## src/rtl/core/sadc_pkg.sv

```systemverilog
// Shared types, constants and codes of the serial ADC frame responder.
package sadc_pkg;

   // Field widths
   localparam int BYTE_W     = 8;
   localparam int CHAN_MV_W  = 14;
   localparam int CHAN_W     = 3;
   localparam int NUM_CHAN   = 8;
   localparam int CODE_W     = 12;
   localparam int CODE_IDX_W = 4;
   localparam int POS_W      = 5;

   // Reference voltage and chip select polarity
   localparam int unsigned VREF_MV         = 5000;
   localparam logic        CS_ACTIVE_LEVEL = 1'b0;

   // Input opcodes
   localparam logic OP_TRANSFER    = 1'b0;
   localparam logic OP_FRAME_RESET = 1'b1;

   // Bit sequencer positions
   localparam logic [POS_W-1:0] POS_START      = 5'd0;
   localparam logic [POS_W-1:0] POS_MODE       = 5'd1;
   localparam logic [POS_W-1:0] POS_CH_HI      = 5'd2;
   localparam logic [POS_W-1:0] POS_CH_LO      = 5'd4;
   localparam logic [POS_W-1:0] POS_IDLE       = 5'd5;
   localparam logic [POS_W-1:0] POS_LATCH      = 5'd6;
   localparam logic [POS_W-1:0] POS_DATA_FIRST = 5'd7;
   localparam logic [POS_W-1:0] POS_DATA_LAST  = 5'd18;

   // Conversion: code = floor(4095 * delta / VREF) done as x * RECIP >> RECIP_SHIFT,
   // exact for x = 4095 * delta below 2**26 and VREF from 513 up to 16383.
   localparam int X_W         = CHAN_MV_W + CODE_W;
   localparam int RECIP_W     = 31;
   localparam int RECIP_SHIFT = 40;
   localparam longint unsigned RECIP_FULL =
      ((64'd1 << RECIP_SHIFT) + VREF_MV - 1) / VREF_MV;
   localparam logic [RECIP_W-1:0]   RECIP     = RECIP_W'(RECIP_FULL);
   localparam logic [CHAN_MV_W-1:0] VREF_CODE = CHAN_MV_W'(VREF_MV);

   // Queue and pipeline sizes
   localparam int QUEUE_DEPTH = 4;
   localparam int QPTR_W      = $clog2(QUEUE_DEPTH);
   localparam int QCNT_W      = $clog2(QUEUE_DEPTH + 1);
   localparam int BACK_DEPTH  = 4;

   typedef logic [CHAN_MV_W-1:0] chan_mv_type;
   typedef chan_mv_type [1:0] chan_pair_type;
   typedef chan_pair_type [NUM_CHAN/2-1:0] chan_bank_type;

   localparam chan_mv_type CHAN_RESET [NUM_CHAN] = '{
      14'd0, 14'd1000, 14'd2500, 14'd3000, 14'd3300, 14'd4000, 14'd4500, 14'd5000
   };

   // Classified transaction handed from front to back
   typedef struct packed {
      logic                                latch;
      logic                                single_ended;
      logic [CHAN_W-1:0]                   channel;
      logic [BYTE_W-1:0]                   emit;
      logic [BYTE_W-1:0][CODE_IDX_W-1:0]   code_bit;
   } desc_type;

endpackage

```

## src/rtl/core/spi_adc_frame_responder_core.sv

```systemverilog
// Top level of the serial ADC frame responder: registers, front, queue and back.
//
// Device side of an 8-channel 12-bit serial ADC, one SPI byte per transaction.
// Each req transaction carries a byte, the mask of clocked bit positions and the
// chip select level, or a frame reset (opcode 1) that restarts the bit count.
// Clocked bits run MSB first through start, single/differential, three channel
// bits, an idle bit and a latch bit; then the 12-bit code goes out MSB first.
// Code = floor(4095 * (va - vb) / 5000), clamped to 0..4095, with differential
// pairs (0,1) (2,3) (4,5) (6,7). Every req transaction gives exactly one rsp
// transaction with the masked MISO byte; unselected chip or frame reset gives 0.
// Throughput is one transaction per clock: the front walks all eight bits of a
// byte combinationally and pushes the classified transaction into a 4-entry
// queue. The back is a four-register pipeline (channel pair select and clamp,
// times 4095, reciprocal multiply, output byte); a result passes the queue and
// these registers to reach rsp. Backpressure on rsp stalls the back pipeline;
// req_ready drops only when the queue is full. Channel voltages are written
// through csr (index 0..7, 14-bit millivolts); the user must write them only
// while the block is idle, which it does not enforce. csr_ready is always high.
module spi_adc_frame_responder_core (
   input  logic                             clock,
   input  logic                             reset,
   input  logic                             req_valid,
   output logic                             req_ready,
   input  logic                             req_opcode,
   input  logic [sadc_pkg::BYTE_W-1:0]      req_mosi_byte,
   input  logic [sadc_pkg::BYTE_W-1:0]      req_bit_mask,
   input  logic                             req_cs_level,
   output logic                             rsp_valid,
   input  logic                             rsp_ready,
   output logic [sadc_pkg::BYTE_W-1:0]      rsp_miso_byte,
   input  logic                             csr_valid,
   output logic                             csr_ready,
   input  logic [sadc_pkg::CHAN_W-1:0]      csr_index,
   input  logic [sadc_pkg::CHAN_MV_W-1:0]   csr_data
);
   import sadc_pkg::*;

   chan_bank_type chan_ff;
   logic          q_full, q_push, q_valid, q_pop;
   desc_type      push_desc, head_desc;

   assign csr_ready = 1'b1;

   // channel voltages, stored as pairs so the back reads one row per transaction
   always_ff @(posedge clock) begin
      if (reset) begin
         for (int r = 0; r < NUM_CHAN / 2; r++) begin
            chan_ff[r][0] <= CHAN_RESET[2 * r];
            chan_ff[r][1] <= CHAN_RESET[2 * r + 1];
         end
      end else if (csr_valid && csr_ready) begin
         chan_ff[csr_index[CHAN_W-1:1]][csr_index[0]] <= csr_data;
      end
   end

   sadc_front u_front (
      .clock         (clock),
      .reset         (reset),
      .req_valid     (req_valid),
      .req_ready     (req_ready),
      .req_opcode    (req_opcode),
      .req_mosi_byte (req_mosi_byte),
      .req_bit_mask  (req_bit_mask),
      .req_cs_level  (req_cs_level),
      .q_full        (q_full),
      .q_push        (q_push),
      .q_desc        (push_desc)
   );

   sadc_queue u_queue (
      .clock      (clock),
      .reset      (reset),
      .push       (q_push),
      .push_desc  (push_desc),
      .full       (q_full),
      .pop        (q_pop),
      .head_valid (q_valid),
      .head_desc  (head_desc)
   );

   sadc_back u_back (
      .clock         (clock),
      .reset         (reset),
      .chan_bank     (chan_ff),
      .q_valid       (q_valid),
      .q_desc        (head_desc),
      .q_pop         (q_pop),
      .rsp_valid     (rsp_valid),
      .rsp_ready     (rsp_ready),
      .rsp_miso_byte (rsp_miso_byte)
   );

endmodule

```

## src/rtl/core/sadc_front.sv

```systemverilog
// Front end: accepts SPI byte transactions and walks the bit sequencer.
module sadc_front (
   input  logic                      clock,
   input  logic                      reset,
   input  logic                      req_valid,
   output logic                      req_ready,
   input  logic                      req_opcode,
   input  logic [sadc_pkg::BYTE_W-1:0] req_mosi_byte,
   input  logic [sadc_pkg::BYTE_W-1:0] req_bit_mask,
   input  logic                      req_cs_level,
   input  logic                      q_full,
   output logic                      q_push,
   output sadc_pkg::desc_type        q_desc
);
   import sadc_pkg::*;

   logic [POS_W-1:0]  bit_pos_ff, bit_pos_in;
   logic              single_ended_ff, single_ended_in;
   logic [CHAN_W-1:0] chan_sel_ff, chan_sel_in;
   logic [POS_W-1:0]  data_off;
   logic              bit_val;
   desc_type          desc;

   assign req_ready = !q_full;
   assign q_push    = req_valid && req_ready;
   assign q_desc    = desc;

   // Up to eight clocked bits, MSB first
   always_comb begin
      bit_pos_in      = bit_pos_ff;
      single_ended_in = single_ended_ff;
      chan_sel_in     = chan_sel_ff;
      desc            = '0;
      data_off        = '0;
      bit_val         = 1'b0;
      if (req_opcode == OP_FRAME_RESET) begin
         bit_pos_in = POS_START;
      end else if (req_cs_level == CS_ACTIVE_LEVEL) begin
         for (int i = BYTE_W - 1; i >= 0; i--) begin
            if (req_bit_mask[i]) begin
               bit_val = req_mosi_byte[i];
               if (bit_pos_in == POS_START) begin
                  if (bit_val) begin
                     bit_pos_in = POS_MODE;
                  end
               end else if (bit_pos_in == POS_MODE) begin
                  single_ended_in = bit_val;
                  chan_sel_in     = '0;
                  bit_pos_in      = POS_CH_HI;
               end else if (bit_pos_in inside {[POS_CH_HI:POS_CH_LO]}) begin
                  chan_sel_in = chan_sel_in | (CHAN_W'(bit_val) << (POS_CH_LO - bit_pos_in));
                  bit_pos_in  = bit_pos_in + POS_W'(1);
               end else if (bit_pos_in == POS_IDLE) begin
                  bit_pos_in = POS_LATCH;
               end else if (bit_pos_in == POS_LATCH) begin
                  desc.latch        = 1'b1;
                  desc.single_ended = single_ended_in;
                  desc.channel      = chan_sel_in;
                  bit_pos_in        = POS_DATA_FIRST;
               end else if (bit_pos_in inside {[POS_DATA_FIRST:POS_DATA_LAST]}) begin
                  data_off         = POS_DATA_LAST - bit_pos_in;
                  desc.emit[i]     = 1'b1;
                  desc.code_bit[i] = data_off[CODE_IDX_W-1:0];
                  bit_pos_in       = bit_pos_in + POS_W'(1);
               end
               // past the last data bit: frame done, nothing moves
            end
         end
      end
   end

   always_ff @(posedge clock) begin
      if (reset) begin
         bit_pos_ff      <= POS_START;
         single_ended_ff <= 1'b0;
         chan_sel_ff     <= '0;
      end else if (q_push) begin
         bit_pos_ff      <= bit_pos_in;
         single_ended_ff <= single_ended_in;
         chan_sel_ff     <= chan_sel_in;
      end
   end

endmodule

```

## src/rtl/core/sadc_queue.sv

```systemverilog
// Short FIFO of classified transactions between front and back.
module sadc_queue (
   input  logic               clock,
   input  logic               reset,
   input  logic               push,
   input  sadc_pkg::desc_type push_desc,
   output logic               full,
   input  logic               pop,
   output logic               head_valid,
   output sadc_pkg::desc_type head_desc
);
   import sadc_pkg::*;

   desc_type          entry_ff [QUEUE_DEPTH];
   logic [QPTR_W-1:0] wr_ptr_ff, rd_ptr_ff;
   logic [QCNT_W-1:0] count_ff;

   assign full       = (count_ff == QCNT_W'(QUEUE_DEPTH));
   assign head_valid = (count_ff != '0);
   assign head_desc  = entry_ff[rd_ptr_ff];

   always_ff @(posedge clock) begin
      if (push) begin
         entry_ff[wr_ptr_ff] <= push_desc;
      end
   end

   always_ff @(posedge clock) begin
      if (reset) begin
         wr_ptr_ff <= '0;
         rd_ptr_ff <= '0;
         count_ff  <= '0;
      end else begin
         if (push) begin
            wr_ptr_ff <= (wr_ptr_ff == QPTR_W'(QUEUE_DEPTH - 1)) ? '0 : wr_ptr_ff + QPTR_W'(1);
         end
         if (pop) begin
            rd_ptr_ff <= (rd_ptr_ff == QPTR_W'(QUEUE_DEPTH - 1)) ? '0 : rd_ptr_ff + QPTR_W'(1);
         end
         if (push && !pop) begin
            count_ff <= count_ff + QCNT_W'(1);
         end else if (pop && !push) begin
            count_ff <= count_ff - QCNT_W'(1);
         end
      end
   end

endmodule

```

## src/rtl/core/sadc_back.sv

```systemverilog
// Back end: conversion pipeline, sample code register and MISO byte output.
module sadc_back (
   input  logic                          clock,
   input  logic                          reset,
   input  sadc_pkg::chan_bank_type       chan_bank,
   input  logic                          q_valid,
   input  sadc_pkg::desc_type            q_desc,
   output logic                          q_pop,
   output logic                          rsp_valid,
   input  logic                          rsp_ready,
   output logic [sadc_pkg::BYTE_W-1:0]   rsp_miso_byte
);
   import sadc_pkg::*;

   localparam int PROD_W = X_W + RECIP_W;

   logic                 en;
   chan_pair_type        row;
   chan_mv_type          va, vb, diff, delta_in;
   logic [X_W-1:0]       x_in;
   logic [PROD_W-1:0]    prod;
   logic [CODE_W-1:0]    code_in, code_eff;
   logic [BYTE_W-1:0]    miso_in;

   logic                 s1_v_ff, s2_v_ff, s3_v_ff, out_v_ff;
   desc_type             s1_desc_ff, s2_desc_ff, s3_desc_ff;
   chan_mv_type          s1_delta_ff;
   logic [X_W-1:0]       s2_x_ff;
   logic [CODE_W-1:0]    s3_code_ff;
   logic [CODE_W-1:0]    sample_code_ff;
   logic [BYTE_W-1:0]    miso_ff;

   // whole pipeline moves while the output slot is free or being taken
   assign en            = !out_v_ff || rsp_ready;
   assign q_pop         = en && q_valid;
   assign rsp_valid     = out_v_ff;
   assign rsp_miso_byte = miso_ff;

   // stage 1: pick the pair, difference, clamp at VREF
   always_comb begin
      row  = chan_bank[q_desc.channel[CHAN_W-1:1]];
      va   = row[q_desc.channel[0]];
      vb   = q_desc.single_ended ? '0 : row[~q_desc.channel[0]];
      diff = va - vb;
      if (va <= vb) begin
         delta_in = '0;
      end else if (diff > VREF_CODE) begin
         delta_in = VREF_CODE;
      end else begin
         delta_in = diff;
      end
   end

   // stage 2: times 4095 as shift and subtract
   assign x_in = (X_W'(s1_delta_ff) << CODE_W) - X_W'(s1_delta_ff);

   // stage 3: divide by VREF through the reciprocal
   assign prod    = PROD_W'(s2_x_ff) * PROD_W'(RECIP);
   assign code_in = prod[RECIP_SHIFT +: CODE_W];

   // output: data bits come from the latest latched code
   always_comb begin
      code_eff = s3_desc_ff.latch ? s3_code_ff : sample_code_ff;
      for (int i = 0; i < BYTE_W; i++) begin
         miso_in[i] = s3_desc_ff.emit[i] & code_eff[s3_desc_ff.code_bit[i]];
      end
   end

   always_ff @(posedge clock) begin
      if (en) begin
         s1_desc_ff  <= q_desc;
         s1_delta_ff <= delta_in;
         s2_desc_ff  <= s1_desc_ff;
         s2_x_ff     <= x_in;
         s3_desc_ff  <= s2_desc_ff;
         s3_code_ff  <= code_in;
         miso_ff     <= miso_in;
      end
   end

   always_ff @(posedge clock) begin
      if (reset) begin
         s1_v_ff        <= 1'b0;
         s2_v_ff        <= 1'b0;
         s3_v_ff        <= 1'b0;
         out_v_ff       <= 1'b0;
         sample_code_ff <= '0;
      end else if (en) begin
         s1_v_ff  <= q_valid;
         s2_v_ff  <= s1_v_ff;
         s3_v_ff  <= s2_v_ff;
         out_v_ff <= s3_v_ff;
         if (s3_v_ff && s3_desc_ff.latch) begin
            sample_code_ff <= s3_code_ff;
         end
      end
   end

endmodule

```

## config.mk

```make
export PLATFORM = sky130hd
export DESIGN_NAME = spi_adc_frame_responder_core
export DESIGN_NICKNAME = d
export VERILOG_FILES = /design/src/rtl/core/sadc_pkg.sv /design/src/rtl/core/spi_adc_frame_responder_core.sv /design/src/rtl/core/sadc_front.sv /design/src/rtl/core/sadc_queue.sv /design/src/rtl/core/sadc_back.sv
export SDC_FILE = /design/constraint.sdc
export NUM_CORES = 2
export LEC_CHECK = 0
export ABC_CLOCK_PERIOD_IN_PS = 15200
export BUFFER_PORTS_ARGS = -buffer_cell sky130_fd_sc_hd__buf_2
export CAP_MARGIN = 10
export CORE_MARGIN = 1.5
export CORE_UTILIZATION = 38
export CTS_BUF_LIST = sky130_fd_sc_hd__clkbuf_8
export DETAILED_ROUTE_END_ITERATION = 7
export PLACE_DENSITY_LB_ADDON = 0.12
export SYNTH_ARGS = -nofsm -noshare
export SYNTH_HDL_FRONTEND = slang
export SYNTH_SLANG_ARGS = --single-unit
```

## constraint.sdc

```tcl
create_clock -name clock -period 15.2 [get_ports clock]
set_input_delay 3.04 -clock clock [delete_from_list [all_inputs] [get_ports clock]]
set_output_delay 3.04 -clock clock [all_outputs]
set_load 0.02 [all_outputs]
```

==> impl_metrics.tcl <==
set metrics [dict create \
    run_status "finished, final reports clean" \
    timing.fmax_mhz 68.7 \
    hpwlAfterDp_um 74300 \
    grtUsageTotal_pct 19.9 \
    cp_max_fo 7 \
    synth_top_family_by_area "adder cells" \
    synthToLayoutAreaGrowth_pct 11.3 \
    utilization_pct 42.8 \
    worst_slew_pin_slew_ps 1120 \
    synth_flop_cell "edfxtp_1" \
    grt_pass1_vias 27000 \
    drt.antenna.violating_nets 0 \
    synthXorXnorAreaFrac_pct 1.57 \
    fin_crit_ps 14560 \
    clock_path_buffers 3 \
    initial_core_util_pct 38.5 \
    dp_cells 4708 \
    n_fill_cell 9148 \
    finalHoldViolations 0 \
    cts_sinks 509 \
    slowest_stage "a211oi_4" \
    drive_above_1_share_pct 14.9 \
    synth_warnings 0 \
    cts_tree "built" \
    drt_iter0_markers 1550 \
    vias_per_cell 5.22 \
    cp-end-kind "flip-flop" \
    max_slew_margin_pct 24.5 \
    synth_compound_area_share_pct 9.13 \
    synth_cell_types 118 \
    synth.avg_cell_area_um2 11.1 \
    io_pins 51 \
    die_h_um 317 \
    dr.pass1.iters 6 \
    synth.net_count 4036 \
    cts.clk_slew.worst_paths_ps 60 \
    ys_seq_elements 509 \
    worst_path_most_repeated_cell "ha_1" \
    vias 25400 \
    grt_first_pass_wirelength_um 154000 \
    period_share_pct 95.8 \
    antenna_found_initial 8 \
    drv_cap 0 \
    synth-edff-count 363 \
    root_buffer "clkbuf_8" \
    rows 114 \
    synthMuxAreaShare_pct 7.76 \
    start_kind "input pin" \
    dieArea_um2 100000 \
    gr-total-overflow 0 \
    hp-class "flip-flop to flip-flop" \
    postSynth.asyncResetShare_pct 0 \
    skew_ps 62.3 \
    max_stage_delay_ps 400 \
    slew_violations 0 \
    drc 0 \
    port_buffers 49 \
    clk_latency_ps 700 \
    core_area_um2 97100 \
    yosysSeqAreaShare_pct 37.0 \
    path_class "input pin to flip-flop" \
    setup_viol 0 \
    synth_cells 3380 \
    synth-simple-area-share_pct 11.1 \
    cp_data_arrival_time_ps 15060 \
    setup-tns-final_ps 0 \
    required_ps 15700 \
    gp_congestion 0.913 \
    final_nets 4179 \
    final_cells 4868 \
    die_w_um 317 \
    route.detailed.wl_per_inst_um 20.0 \
    post-route-cell-area_um2 41600 \
    synth-adder-area-share_pct 26.7 \
    syn_area_um2 37400 \
    grt_max_degree 117 \
    htreeDepth 3 \
    cts_buffers 86 \
    wl_um 97500 \
    dpl-instance-area_um2 39900 \
]
-- kinds of logic (layout without fill, tap and decap cells) --
| logic type | after synthesis | count (layout) |
|---|---|---|
| flops | 509 | 509 |
| simple gates | 873 | 873 |
| buf+inv | 656 | 865 |
| fa+ha+maj | 616 | 616 |
| compound gates | 492 | 492 |
| xor+xnor | 67 | 67 |
| other cells | 2 | 5 |
| mux | 165 | 165 |
-- per-layer routing --
layer | up-vias | part of all wire, % | track usage (%)
met3 | 139 | 4.8 | 3.22
met2 | 580 | 46 | 31.9
li1 | 12000 | - | -
met4 | 10 | 2.0 | 4.91
met1 | 12700 | 47 | 28.2
met5 | - | 0.064 | 0
-- synthesized netlist by cell type, types with 48 or more instances --
library cell | n | area, um2
nand2_1 | 368 | 1380
xnor2_1 | 48 | 420
mux4_2 | 97 | 2180
a21oi_1 | 175 | 876
edfxtp_1 | 363 | 10900
nor2_1 | 187 | 702
clkbuf_1 | 77 | 289
ha_1 | 313 | 3920
inv_1 | 520 | 1950
fa_1 | 303 | 6070
nor3_1 | 49 | 245
dfxtp_1 | 146 | 2920
o21ai_0 | 60 | 300
-- metrics by stage --
stage	hold slack (ps)	setup slack (ps)
floorplan	400	8.19
global placement	402	167
detailed placement	405	-116
CTS	406	568
global route	416	-51.6
finish	407	640
-- registers in the layout, summed over array words and instances (netlist names), 3 cells and up, named ones only --
| register | flops |
|---|---|
| u_back.s3_desc_ff | 41 |
| u_back.s2_desc_ff | 41 |
| u_queue.entry_ff | 180 |
| u_back.rsp_miso_byte | 8 |
| u_back.s3_code_ff | 12 |
| u_front.chan_sel_ff | 3 |
| u_back.s2_x_ff | 26 |
| u_back.s1_delta_ff | 14 |
| u_back.s1_desc_ff | 41 |
| chan_ff | 112 |
| u_front.bit_pos_ff | 5 |
| u_back.sample_code_ff | 12 |
| u_queue.count_ff | 3 |
-- what timing repair did --
| item | 4_1_cts | 5_1_grt |
|---|---|---|
| gates resized for setup | 0 | 11 |
| setup buffers | 0 | 3 |
| endpoints found under the setup margin | 0 | 46 |
| hold buffers | 0 | 0 |
-- area by class of cell --
class / count / area [um2] / share of cell area [%]
sequential: 509 / 13800 / 33.2
clock buffer: 92 / 1270 / 3.04
antenna: 3 / 7.51 / 0.0180
tap: 1276 / 1600 / 3.84
clock inverter: 62 / 353 / 0.848
inverter: 530 / 2010 / 4.83
timing repair buffer: 181 / 1240 / 2.99
multi-input combinational: 2215 / 21300 / 51.2
-- critical path: cells and delay by family --
kind | cells | cell delay, ps
buffers and inverters | 12 | 1260
multiplexers | 1 | 300
adder cells (fa/ha/maj) | 12 | 2710
AND/OR/NAND/NOR | 12 | 1910
AO/OA/AOI/OAI | 30 | 5800
-- cell usage in the layout, fill, tap and decap left out, types with 59 or more instances in the layout --
| cell | count |
|---|---|
| a21oi_1 | 175 |
| buf_4 | 132 |
| clkbuf_8 | 92 |
| dfxtp_1 | 144 |
| edfxtp_1 | 363 |
| fa_1 | 303 |
| ha_1 | 300 |
| inv_1 | 546 |
| mux4_2 | 97 |
| nand2_1 | 367 |
| nor2_1 | 178 |
| o21ai_0 | 59 |
-- path summary, 6_finish.rpt --
kind / from / slack [ps] / cells after the start / endpoint
min reg2reg: u_back.s2_desc_ff[26] / 410 / 0 / u_back.s3_desc_ff[26]
min: u_back.s2_desc_ff[26] / 410 / 0 / u_back.s3_desc_ff[26]
max: req_bit_mask[7] / 640 / 67 / u_queue.entry_ff[1][42]
max reg2reg: u_front.bit_pos_ff[0] / 1260 / 70 / u_queue.entry_ff[1][42]
Power is not shown: default switching activity piles up to over one toggle a cycle in this logic, so the estimate is an artifact.
